### src/design/aes_pkg.sv
// shared types, constants and round functions for the aes block encryptor
package aes_pkg;

   localparam int MaxRounds = 14;
   localparam int KeyWords  = 2 * (MaxRounds + 1);
   localparam int KeyIdxW   = $clog2(KeyWords);
   localparam int RoundW    = $clog2(MaxRounds + 1);
   localparam logic [RoundW-1:0] Rounds128 = RoundW'(10);
   localparam logic [RoundW-1:0] Rounds256 = RoundW'(14);

   localparam logic OpKey  = 1'b0;
   localparam logic OpData = 1'b1;

   typedef enum logic [2:0] {
      ST_IDLE,
      ST_LOAD,
      ST_ROUND,
      ST_OUT0,
      ST_OUT1
   } state_type;

   typedef struct packed {
      logic start;
      logic rk_lo;
      logic rk_hi;
      logic do_round;
      logic last_round;
      logic final_add;
   } cmd_type;

   localparam logic [7:0] SBOX [256] = '{
      8'h63,8'h7c,8'h77,8'h7b,8'hf2,8'h6b,8'h6f,8'hc5,8'h30,8'h01,8'h67,8'h2b,8'hfe,8'hd7,8'hab,8'h76,
      8'hca,8'h82,8'hc9,8'h7d,8'hfa,8'h59,8'h47,8'hf0,8'had,8'hd4,8'ha2,8'haf,8'h9c,8'ha4,8'h72,8'hc0,
      8'hb7,8'hfd,8'h93,8'h26,8'h36,8'h3f,8'hf7,8'hcc,8'h34,8'ha5,8'he5,8'hf1,8'h71,8'hd8,8'h31,8'h15,
      8'h04,8'hc7,8'h23,8'hc3,8'h18,8'h96,8'h05,8'h9a,8'h07,8'h12,8'h80,8'he2,8'heb,8'h27,8'hb2,8'h75,
      8'h09,8'h83,8'h2c,8'h1a,8'h1b,8'h6e,8'h5a,8'ha0,8'h52,8'h3b,8'hd6,8'hb3,8'h29,8'he3,8'h2f,8'h84,
      8'h53,8'hd1,8'h00,8'hed,8'h20,8'hfc,8'hb1,8'h5b,8'h6a,8'hcb,8'hbe,8'h39,8'h4a,8'h4c,8'h58,8'hcf,
      8'hd0,8'hef,8'haa,8'hfb,8'h43,8'h4d,8'h33,8'h85,8'h45,8'hf9,8'h02,8'h7f,8'h50,8'h3c,8'h9f,8'ha8,
      8'h51,8'ha3,8'h40,8'h8f,8'h92,8'h9d,8'h38,8'hf5,8'hbc,8'hb6,8'hda,8'h21,8'h10,8'hff,8'hf3,8'hd2,
      8'hcd,8'h0c,8'h13,8'hec,8'h5f,8'h97,8'h44,8'h17,8'hc4,8'ha7,8'h7e,8'h3d,8'h64,8'h5d,8'h19,8'h73,
      8'h60,8'h81,8'h4f,8'hdc,8'h22,8'h2a,8'h90,8'h88,8'h46,8'hee,8'hb8,8'h14,8'hde,8'h5e,8'h0b,8'hdb,
      8'he0,8'h32,8'h3a,8'h0a,8'h49,8'h06,8'h24,8'h5c,8'hc2,8'hd3,8'hac,8'h62,8'h91,8'h95,8'he4,8'h79,
      8'he7,8'hc8,8'h37,8'h6d,8'h8d,8'hd5,8'h4e,8'ha9,8'h6c,8'h56,8'hf4,8'hea,8'h65,8'h7a,8'hae,8'h08,
      8'hba,8'h78,8'h25,8'h2e,8'h1c,8'ha6,8'hb4,8'hc6,8'he8,8'hdd,8'h74,8'h1f,8'h4b,8'hbd,8'h8b,8'h8a,
      8'h70,8'h3e,8'hb5,8'h66,8'h48,8'h03,8'hf6,8'h0e,8'h61,8'h35,8'h57,8'hb9,8'h86,8'hc1,8'h1d,8'h9e,
      8'he1,8'hf8,8'h98,8'h11,8'h69,8'hd9,8'h8e,8'h94,8'h9b,8'h1e,8'h87,8'he9,8'hce,8'h55,8'h28,8'hdf,
      8'h8c,8'ha1,8'h89,8'h0d,8'hbf,8'he6,8'h42,8'h68,8'h41,8'h99,8'h2d,8'h0f,8'hb0,8'h54,8'hbb,8'h16
   };

   function automatic logic [7:0] xtime(input logic [7:0] x);
      xtime = {x[6:0], 1'b0} ^ (x[7] ? 8'h1b : 8'h00);
   endfunction

   // byte i of the block sits at bits [127-8i -: 8]
   function automatic logic [127:0] aes_round(input logic [127:0] s, input logic mix);
      logic [7:0] b [16];
      logic [7:0] t [16];
      logic [7:0] a0, a1, a2, a3, al;
      logic [127:0] o;
      for (int i = 0; i < 16; i++) b[i] = s[127-8*i -: 8];
      for (int c = 0; c < 4; c++)
         for (int r = 0; r < 4; r++)
            t[r+4*c] = SBOX[b[r + 4*((c+r)%4)]];
      if (mix) begin
         for (int c = 0; c < 4; c++) begin
            a0 = t[4*c]; a1 = t[4*c+1]; a2 = t[4*c+2]; a3 = t[4*c+3];
            al = a0 ^ a1 ^ a2 ^ a3;
            t[4*c]   = a0 ^ al ^ xtime(a0 ^ a1);
            t[4*c+1] = a1 ^ al ^ xtime(a1 ^ a2);
            t[4*c+2] = a2 ^ al ^ xtime(a2 ^ a3);
            t[4*c+3] = a3 ^ al ^ xtime(a3 ^ a0);
         end
      end
      for (int i = 0; i < 16; i++) o[127-8*i -: 8] = t[i];
      return o;
   endfunction

endpackage

### src/design/aes_controller.sv
// sequencer for key reads, rounds and output beats
module aes_controller import aes_pkg::*; (
   input  logic               clock,
   input  logic               reset,
   input  logic               start,
   input  logic               mode,
   input  logic               out_ready,
   output logic               busy,
   output logic [KeyIdxW-1:0] key_raddr,
   output cmd_type            cmd,
   output logic               out_valid,
   output logic               out_sel
);

   state_type         state_ff, state_in;
   logic [RoundW-1:0] rnd_ff, rnd_in, nr_ff, nr_in;
   logic [1:0]        ph_ff, ph_in;
   logic              first_ff, first_in;

   always_ff @(posedge clock) begin
      if (reset) begin
         state_ff <= ST_IDLE;
         rnd_ff   <= '0;
         nr_ff    <= '0;
         ph_ff    <= '0;
         first_ff <= 1'b0;
      end else begin
         state_ff <= state_in;
         rnd_ff   <= rnd_in;
         nr_ff    <= nr_in;
         ph_ff    <= ph_in;
         first_ff <= first_in;
      end
   end

   // phases: 0 read lo, 1 latch lo and read hi, 2 latch hi, 3 compute
   always_comb begin
      state_in = state_ff;
      rnd_in   = rnd_ff;
      nr_in    = nr_ff;
      ph_in    = ph_ff;
      first_in = first_ff;
      case (state_ff)
         ST_IDLE: begin
            if (start) begin
               state_in = ST_ROUND;
               rnd_in   = '0;
               ph_in    = '0;
               first_in = 1'b1;
               nr_in    = mode ? Rounds256 : Rounds128;
            end
         end
         ST_ROUND: begin
            ph_in = ph_ff + 2'd1;
            if (ph_ff == 2'd3) begin
               first_in = 1'b0;
               if (rnd_ff == nr_ff) state_in = ST_OUT0;
               else rnd_in = rnd_ff + RoundW'(1);
            end
         end
         ST_OUT0: if (out_ready) state_in = ST_OUT1;
         ST_OUT1: if (out_ready) state_in = ST_IDLE;
         default: state_in = ST_IDLE;
      endcase
   end

   always_comb begin
      cmd       = '0;
      cmd.start = (state_ff == ST_IDLE) && start;
      key_raddr = KeyIdxW'({rnd_ff, 1'b0}) | KeyIdxW'(ph_ff != 2'd0);
      busy      = state_ff != ST_IDLE;
      out_valid = (state_ff == ST_OUT0) || (state_ff == ST_OUT1);
      out_sel   = state_ff == ST_OUT1;
      case (state_ff)
         ST_ROUND: begin
            cmd.rk_lo = ph_ff == 2'd1;
            cmd.rk_hi = ph_ff == 2'd2;
            if (ph_ff == 2'd3) begin
               cmd.do_round   = rnd_ff != nr_ff;
               cmd.last_round = rnd_ff == nr_ff - RoundW'(1);
               cmd.final_add  = !first_ff;
            end
         end
         default: ;
      endcase
   end

endmodule

### config.mk
export PLATFORM = sky130hd
export DESIGN_NAME = aes_controller
export DESIGN_NICKNAME = d
export VERILOG_FILES = /design/src/design/aes_pkg.sv /design/src/design/aes_controller.sv
export SDC_FILE = /design/constraint.sdc
export NUM_CORES = 1
export LEC_CHECK = 0
export ABC_AREA = 0
export ABC_CLOCK_PERIOD_IN_PS = 3800
export BUFFER_PORTS_ARGS = -buffer_cell sky130_fd_sc_hd__clkbuf_2
export CAP_MARGIN = 10
export CORE_MARGIN = 2
export CORE_UTILIZATION = 55
export CTS_CLUSTER_SIZE = 28
export DETAILED_ROUTE_END_ITERATION = 8
export MAX_ROUTING_LAYER = met4
export PLACE_DENSITY = 0.9
export SLEW_MARGIN = 15
export SYNTH_ARGS = -nofsm -noshare
export SYNTH_HDL_FRONTEND = slang
export SYNTH_SLANG_ARGS = --single-unit
### constraint.sdc
create_clock -name clock -period 3.8 [get_ports clock]
set_clock_uncertainty 0.2 [all_clocks]
set_input_delay 0.76 -clock clock [delete_from_list [all_inputs] [get_ports clock]]
set_output_delay 0.76 -clock clock [all_outputs]
set_load 0.01 [all_outputs]
==> results summary, run 1 <==
The first-pass detailed-route iteration total is 4. The count of pins on the block boundary is 19. Of all flip-flops after synthesis, the portion carrying an async set or reset was 0. The commonest register cell after synthesis is sky130_fd_sc_hd__dfxtp_1. The number of buffers created by CTS came out at 3. The startpoint identified for the worst register-to-register timing path is state_ff[1]. The initial standard-cell utilization of the core came out at 0.597. The count of buffers from port buffering came out at 18. When the netlist entered floorplanning its net count stood at 97. Hold repair after CTS inserted 0 buffers. The startpoint identified for the worst hold timing path is first_ff. The flow ran to the end, and the final reports show no timing, DRC or antenna violations.

The final setup violation count came out at 0. Along the worst path, the maximum fanout reaches 11. Of the post-synthesis cell area, the dominant cell type holds 0.302. Of the synthesized area, sequential elements account for 0.302. The overall power came out at 328 uW. Before CTS, the worst setup slack after placement is 1.20 ns. The number of antenna violations at the first check in global routing came out at 0. In the final routed layout, each cell accounts on average for 12.9 um. The worst setup path is captured at a primary output. The slew at the pin closest to its max-slew limit came out at 0.612 ns. The clock sink total is 12. The capturing point of the worst reg2reg path is rnd_ff[1]. The worst setup path is launched from a flip-flop. The clock latency reported for the late side of the worst-skew pair is 0.28 ns.

The total track usage is 0.222. The remaining design rule violation count is 0. The number of rows in the core area is 13. Yosys mapped a number of flops with a built-in enable equal to 0.

After the first detailed-routing iteration, the DRC count stood at 3. The number of register bits inferred by synthesis came out at 12. Counting instances in the post-synthesis netlist gives the leading cell types as 12 x sky130_fd_sc_hd__dfxtp_1, 9 x sky130_fd_sc_hd__nor2_1, 6 x sky130_fd_sc_hd__a21oi_1, 6 x sky130_fd_sc_hd__ha_1. The min-delay analysis places its worst path in the category reg2reg. The count of yosys warnings during synthesis is 0. Yosys attributes the largest share of cell area to sky130_fd_sc_hd__dfxtp_1 30%, sky130_fd_sc_hd__ha_1 9.4%, sky130_fd_sc_hd__nor2_1 4.2%, sky130_fd_sc_hd__buf_6 4.2%, sky130_fd_sc_hd__a21oi_1 3.8%.

The number of buffers inserted to repair setup after CTS is 0. The post-detailed-placement half-perimeter wirelength is 1.14 mm. The post-CTS clock slew at the launch and capture registers of the worst setup and hold paths is approximately 0.080 ns.

The type of the setup path with the least slack is reg2out. The number of hold violations in the final report is 0. For this design the ratio of total power to cell area is 365 nW/um^2. The shortest clock period the worst path allows after layout is 2.94 ns. Clock tree synthesis selected as its root buffer the cell sky130_fd_sc_hd__clkbuf_4.

In this run, post-CTS repair resized a total of 0 instances. The area overhead of the layout relative to synthesis is 12.9%. The data arrival time of the critical path came out at 1.98 ns.

The die boundary width came out at 42.0 um. The number of antenna-violating nets in the routed design is 0. The total inserted antenna cells is 0. sky130_fd_sc_hd__dfxtp_1 takes more of the synthesized area than any other cell. The cell area after synthesis came out at 796 sq um.

The most common cell in the netlist is sky130_fd_sc_hd__dfxtp_1. The number of H-tree levels is 1. The total number of nets in the final design is 115. Dividing the final minimum period by the clock period gives 0.773. The number of instances in the synthesized netlist came out at 86. The routability-driven placement congestion ratio came out at 0.762. The worst path required time is 2.84 ns. The leakage dissipation came out at ~0.40 nW. The overall via count from detail_route came out at 666. The via count of the first global-routing pass is 674. Setup repair after global routing left no endpoint under its margin. The first-pass GRT wire length is 2.90 mm. The floorplan step set the die height to 42.0 um. The core region is ~1300 sq um. The final count of pins violating max slew was 0. The worst hold path terminates at first_ff.

Of the cells placed in the final design, the portion with a size suffix greater than 1 is 0.282. The maximum resistive drop on vdd came out at 0.000230 V. The overall die area is 1770 sq um. The per-instance average area after synthesis is 9.25 sq um. The max-slew headroom at the worst pin came out at 0.591. The count of cells along the worst register-to-register path is 4.

The worst hold path stage count is 2. The maximum number of pins on one net before global-route repair came out at 14. Measured on the finished design, the core utilization comes to 0.674. Max-cap violations in this run came to 0. The register-to-register setup slack came out at 1.70 ns. The global-route congestion overflow total is 0.

The detailed-route wire length came out at 1.53 mm. The maximum number of buffers from clock root to sink is 2. Using the TritonRoute via totals, the vias-per-cell ratio works out to 5.64. The synthesized netlist contains 35 unique library cells.

The maximum frequency from static timing analysis is 341 MHz. TritonCTS built the clock tree. After routing, the total negative slack on setup checks comes to 0 ns. The slack of the critical path is 0.864 ns.
-- final cells by class --
class | count | area (sq um)
fill | 119 | 435
timing repair buffer | 18 | 90.1
multi-input combinational | 64 | 494
inverter | 5 | 18.8
sequential | 12 | 240
clock buffer | 4 | 36.3
tap | 15 | 18.8
-- cells by family (layout without fill, tap and decap cells) --
group	Yosys count	after routing	share of synthesized area
AO/OA/AOI/OAI	13	13	0.132
XOR/XNOR	5	5	0.0550
adder cells (fa/ha/maj)	6	6	0.0943
buffers and inverters	10	27	0.0770
flip-flops	12	12	0.302
multiplexers	2	2	0.0252
AND/OR/NAND/NOR	38	38	0.314
-- routing by layer --
metal  vias to the layer above  GRT usage  part of all wire
met4                         0      0.113             0.035
met3                         7     0.0647             0.058
li1                        335          -                 -
met1                       304      0.268              0.45
met2                        20      0.338              0.46
met5                         -          -                 0
-- placed cells by master (no fill, tap or decap) --
| cell type | count |
|---|---|
| sky130_fd_sc_hd__nand3_1 | 2 |
| sky130_fd_sc_hd__dfxtp_1 | 12 |
| sky130_fd_sc_hd__a21oi_1 | 6 |
| sky130_fd_sc_hd__nor4_1 | 2 |
| sky130_fd_sc_hd__nor2b_1 | 2 |
| sky130_fd_sc_hd__or3_1 | 3 |
| sky130_fd_sc_hd__inv_1 | 5 |
| sky130_fd_sc_hd__nand4_1 | 1 |
| sky130_fd_sc_hd__nor3b_1 | 1 |
| sky130_fd_sc_hd__or4b_1 | 1 |
| sky130_fd_sc_hd__nand2_1 | 2 |
| sky130_fd_sc_hd__nor2_1 | 9 |
| sky130_fd_sc_hd__xnor2_1 | 2 |
| sky130_fd_sc_hd__o41ai_2 | 1 |
| sky130_fd_sc_hd__clkbuf_4 | 3 |
| sky130_fd_sc_hd__ha_1 | 6 |
| sky130_fd_sc_hd__nand3_2 | 1 |
| sky130_fd_sc_hd__nor4b_4 | 1 |
| sky130_fd_sc_hd__clkbuf_8 | 1 |
| sky130_fd_sc_hd__a211oi_2 | 1 |
| sky130_fd_sc_hd__xor2_1 | 3 |
| sky130_fd_sc_hd__nor3b_4 | 1 |
| sky130_fd_sc_hd__a21o_1 | 1 |
| sky130_fd_sc_hd__a31oi_1 | 1 |
| sky130_fd_sc_hd__clkbuf_2 | 18 |
| sky130_fd_sc_hd__mux2i_1 | 2 |
| sky130_fd_sc_hd__nor4b_1 | 1 |
| sky130_fd_sc_hd__a211oi_1 | 1 |
| sky130_fd_sc_hd__o21ai_0 | 1 |
| sky130_fd_sc_hd__and2b_1 | 1 |
| sky130_fd_sc_hd__and2_1 | 3 |
| sky130_fd_sc_hd__or3_4 | 1 |
| sky130_fd_sc_hd__nor3_1 | 5 |
| sky130_fd_sc_hd__a211oi_4 | 1 |
| sky130_fd_sc_hd__nand3b_1 | 1 |
-- where the power goes --
part	internal [mW]	switching, mW
sequential	0.134	0.0153
clock	0.0584	0.0442
combinational	0.0357	0.0404
total	0.228	0.0999
-- worst max-delay path by stage --
stage                 from     end  slack [ns]
2_1_floorplan  state_ff[2]  cmd[1]        1.54
3_3_place_gp         start  cmd[5]        1.23
3_5_place_dp         start  cmd[5]        1.20
4_1_cts        state_ff[1]  cmd[1]        0.89
5_1_grt        state_ff[1]  cmd[1]        0.75
6_report       state_ff[1]  cmd[1]        0.86
-- flip-flops by register name, summed over array words and instances (netlist names) --
register and count:
rnd_ff 4, state_ff 3, nr_ff 2, ph_ff 2
first_ff 1
-- per-stage QoR --
stage | cell area [sq um] | hold slack (ns) | instances
finish | 898 | 0.304 | 118
global route | 898 | 0.357 | 118
CTS | 898 | 0.313 | 118
detailed placement | 862 | 0.294 | 114
global placement | 862 | 0.273 | 114
floorplan | 796 | 0.258 | 86
-- worst max-delay path, stage by stage, from the launching register on --
cell and delay (ns):
sky130_fd_sc_hd__dfxtp_1 0.50, sky130_fd_sc_hd__nor3b_4 0.48, sky130_fd_sc_hd__nand3_1 0.13, sky130_fd_sc_hd__nor4_1 0.37, sky130_fd_sc_hd__clkbuf_2 0.21
(Power assumes the default switching activity.)
==> inputs of run 2 (changes only) <==
--- a/config.mk
+++ b/config.mk
@@ -6,15 +6,15 @@
 export NUM_CORES = 1
 export LEC_CHECK = 0
 export ABC_AREA = 0
-export ABC_CLOCK_PERIOD_IN_PS = 3800
+export ABC_CLOCK_PERIOD_IN_PS = 2400
 export BUFFER_PORTS_ARGS = -buffer_cell sky130_fd_sc_hd__clkbuf_2
 export CAP_MARGIN = 10
 export CORE_MARGIN = 2
-export CORE_UTILIZATION = 55
+export CORE_UTILIZATION = 46
 export CTS_CLUSTER_SIZE = 28
 export DETAILED_ROUTE_END_ITERATION = 8
 export MAX_ROUTING_LAYER = met4
-export PLACE_DENSITY = 0.9
+export PLACE_DENSITY = 0.81
 export SLEW_MARGIN = 15
 export SYNTH_ARGS = -nofsm -noshare
 export SYNTH_HDL_FRONTEND = slang
==> constraint.sdc (replaced) <==
create_clock -name clock -period 2.4 [get_ports clock]
set_clock_uncertainty 0.2 [all_clocks]
set_input_delay 0.48 -clock clock [delete_from_list [all_inputs] [get_ports clock]]
set_output_delay 0.48 -clock clock [all_outputs]
set_load 0.01 [all_outputs]
==> run 2 against run 1 <==
  * Clock power rose by 11%
  * Cell count rose by 2.5%
  * Non-clock buffer count rose by 2
  * Cell area rose by 0.56%
  * Largest cell class unchanged
  * Die area rose by 18%
  * Sequential power rose by 59%
  * First-iteration DRC count rose by 33%
  * Global-route usage fell by 5.9 points
  * Worst hold slack got worse by 0.027 ns
  * Flip-flop and latch count did not move
  * Critical path depth did not move
==> results summary, run 2 (same netlist as run 1, synthesis figures left out) <==
The first-pass GRT wire length came out at 2.40 mm (-17%). The number of DRC markers in iteration 0 is 4 (+1). The number of hold violations in the final report is 0 (unchanged). The tree is rooted in a sky130_fd_sc_hd__clkbuf_4. The worst setup path is of the reg2out kind. The clock latency reported for the late side of the worst-skew pair came to 0.26 ns (-0.02 ns). The die boundary width came to 45.6 um (+8.5%). The maximum resistive drop on vdd is 0.000316 V (+37%). The maximum number of pins on one net before global-route repair is 14 (unchanged). The clock network fraction of total power came out at 0.237 (-0.076). The number of H-tree levels was 1 (unchanged). The maximum frequency from static timing analysis is 434 MHz. The worst path required time came out at 1.72 ns (-1.12 ns). The count of buffers from port buffering is 18 (unchanged). Setup repair after global routing left no endpoint under its margin. The switching portion of total power came out at 0.305 (+0.000612). The number of max-cap violations came out at 0 (unchanged). The max-slew headroom at the worst pin came out at 0.665 (+0.0746). The via count of the first global-routing pass is 552 (-18%).

The post-cts hold buffer count came out at 0 (unchanged). The cell area power density came out at 531 nW/um^2 (+45%). The run finished with clean final reports. The delay of the slowest critical-path stage was 0.41 ns (-0.09 ns). The clock sink total came out at 12 (unchanged). The number of antenna-violating nets in the routed design came out at 0 (unchanged). The leakage dissipation is 0.402 nW (+0.95%).

The routability-driven placement congestion ratio is 0.751 (-1.4%). The post-detailed-placement half-perimeter wirelength was 1.15 mm (+0.97%). The peak fanout along the critical path came to 6 (-5). The post-CTS clock slew at the launch and capture registers of the worst setup and hold paths came out at 0.06 ns (-0.02 ns). The global-route congestion overflow total is 0 (unchanged). The combinational share of power came out at 0.265 (+0.033). The flip-flop count of the largest register, all copies and words added was 4 (unchanged).

The total number of nets in the final design was 117 (+1.7%). The cell with the largest stage delay on the worst path is sky130_fd_sc_hd__or3_4. TritonCTS built the clock tree.

The register ranked first by flip-flop count is rnd_ff. The overall die area came out at 2080 sq um (+18%). The part of the total power dissipated in sequential elements came out at 0.497 (+0.041). The cell-internal power came out at 333 uW (+46%). The remaining design rule violation count came out at 0 (unchanged). The standard cell core area is 1670 sq um (+25%). Leaving out fill and tap cells, the most frequent cells in the layout are 18 x sky130_fd_sc_hd__clkbuf_2, 11 x sky130_fd_sc_hd__dfxtp_1, 9 x sky130_fd_sc_hd__nor2_1.

The count of pins on the block boundary came to 19 (unchanged). The fill cell total of the finished layout came to 158 (+33%). The detailed-route wire length came out at 1.52 mm (-0.59%).

The detailed-route wire length per cell came out at 12.5 um (-3.1%). The via count normalized by instance count is 5.64 (-0.14%). The setup TNS after final layout is 0 ns (unchanged). The number of buffers inserted to repair setup after CTS came to 0 (unchanged). The switching power came out at 146 uW (+46%). The total inserted antenna cells came out at 0 (unchanged). The largest registers in the layout are rnd_ff x4, state_ff x3. The final worst hold slack came out at 0.277 ns (-0.0270 ns). The initial standard-cell utilization of the core is 0.476 (-0.120).

The quantity of gates resized following cts came to 0 (unchanged). The shortest clock period the worst path allows after layout is around 2.3 ns. Of the available clock period, the critical path in the final layout requires 0.960.

The data arrival time of the critical path was 1.62 ns (-0.36 ns). The maximum number of buffers from clock root to sink is 2 (unchanged). The first-pass detailed-route iteration total is 4 (unchanged). The number of rows in the core area is 15 (+2).

The kind of capture point of the worst setup path is a primary output. The worst path buffer plus inverter count came out at 1 (unchanged). The floorplan die height is 45.6 um (+8.5%). The slew at the pin closest to its max-slew limit came out at 0.502 ns (-0.110 ns). The area growth from synthesis to layout is 13.5%. The worst hold-check path type is in2reg. The number of buffers created by CTS came out at 3 (unchanged). The share of post-route cells with drive strength above 1 is 0.298 (+0.0165). The signal on the critical path passes through or3_4, a211oi_4, nor2_1, clkbuf_2. The total track usage is 0.163 (-0.0587). The overall via count from detail_route came out at 682 (+2.4%). The final setup violation count is 0 (unchanged). The final count of pins violating max slew was 0 (unchanged). The cell class contributing the biggest share of worst-path delay is simple AND/OR/NAND/NOR gates. The number of antenna violations at the first check in global routing came out at 0 (unchanged).

The leading cell type in the layout, fill and taps excluded is sky130_fd_sc_hd__clkbuf_2. The worst setup path is launched from a flip-flop.
[run 2: layer usage]
metal,track usage,wire length [um],share of wire,up-vias
met2,0.259,754,0.50,14
met1,0.205,674,0.44,321
li1,-,-,-,345
met3,0.0595,75,0.049,2
met5,-,0,0,-
met4,0.0176,12,0.0079,0
[run 2: power groups by stage]
stage	combinational, mW	clock, mW	sequential (mW)
5_1_grt	0.142	0.131	0.241
2_1_floorplan	0.114	0	0.227
4_1_cts	0.129	0.120	0.238
6_report	0.127	0.114	0.238
3_5_place_dp	0.127	0	0.242
3_3_place_gp	0.124	0	0.240
[run 2: cell type report]
class,count,area (sq um),area share
repair buffers,20,105,0.116
flip-flops and latches,12,241,0.267
well taps,17,21.3,0.0235
inverters,5,18.8,0.0208
multi-input cells,64,494,0.547
clock buffers,3,22.5,0.0249
[run 2: tightest hold or removal path, delay by kind of cell]
family | cells | cell delay [ns]
and+or+nand+nor | 1 | 0.09
muxes | 1 | 0.06
buffers and inverters | 1 | 0.08
[run 2: final timing paths]
kind                     from        end  slack [ns]  cells past startpoint
hold / removal           mode   nr_ff[2]        0.28                      3
setup reg to reg  state_ff[0]  rnd_ff[2]        0.51                      5
hold reg to reg      first_ff   first_ff        0.30                      2
setup / recovery    rnd_ff[3]     cmd[2]         0.1                      4
[run 2: per-stage QoR]
step / worst slack [ns] / instance area (sq um) / total power [mW] / util / std cells
floorplan: 0.419 / 796 / 0.341 / - / 86
global placement: 0.420 / 880 / 0.364 / 0.527 / 118
detailed placement: 0.369 / 880 / 0.369 / 0.527 / 118
CTS: 0.0483 / 902 / 0.487 / 0.540 / 121
global route: 0.0177 / 903 / 0.514 / 0.541 / 121
finish: 0.0952 / 903 / 0.479 / 0.541 / 121
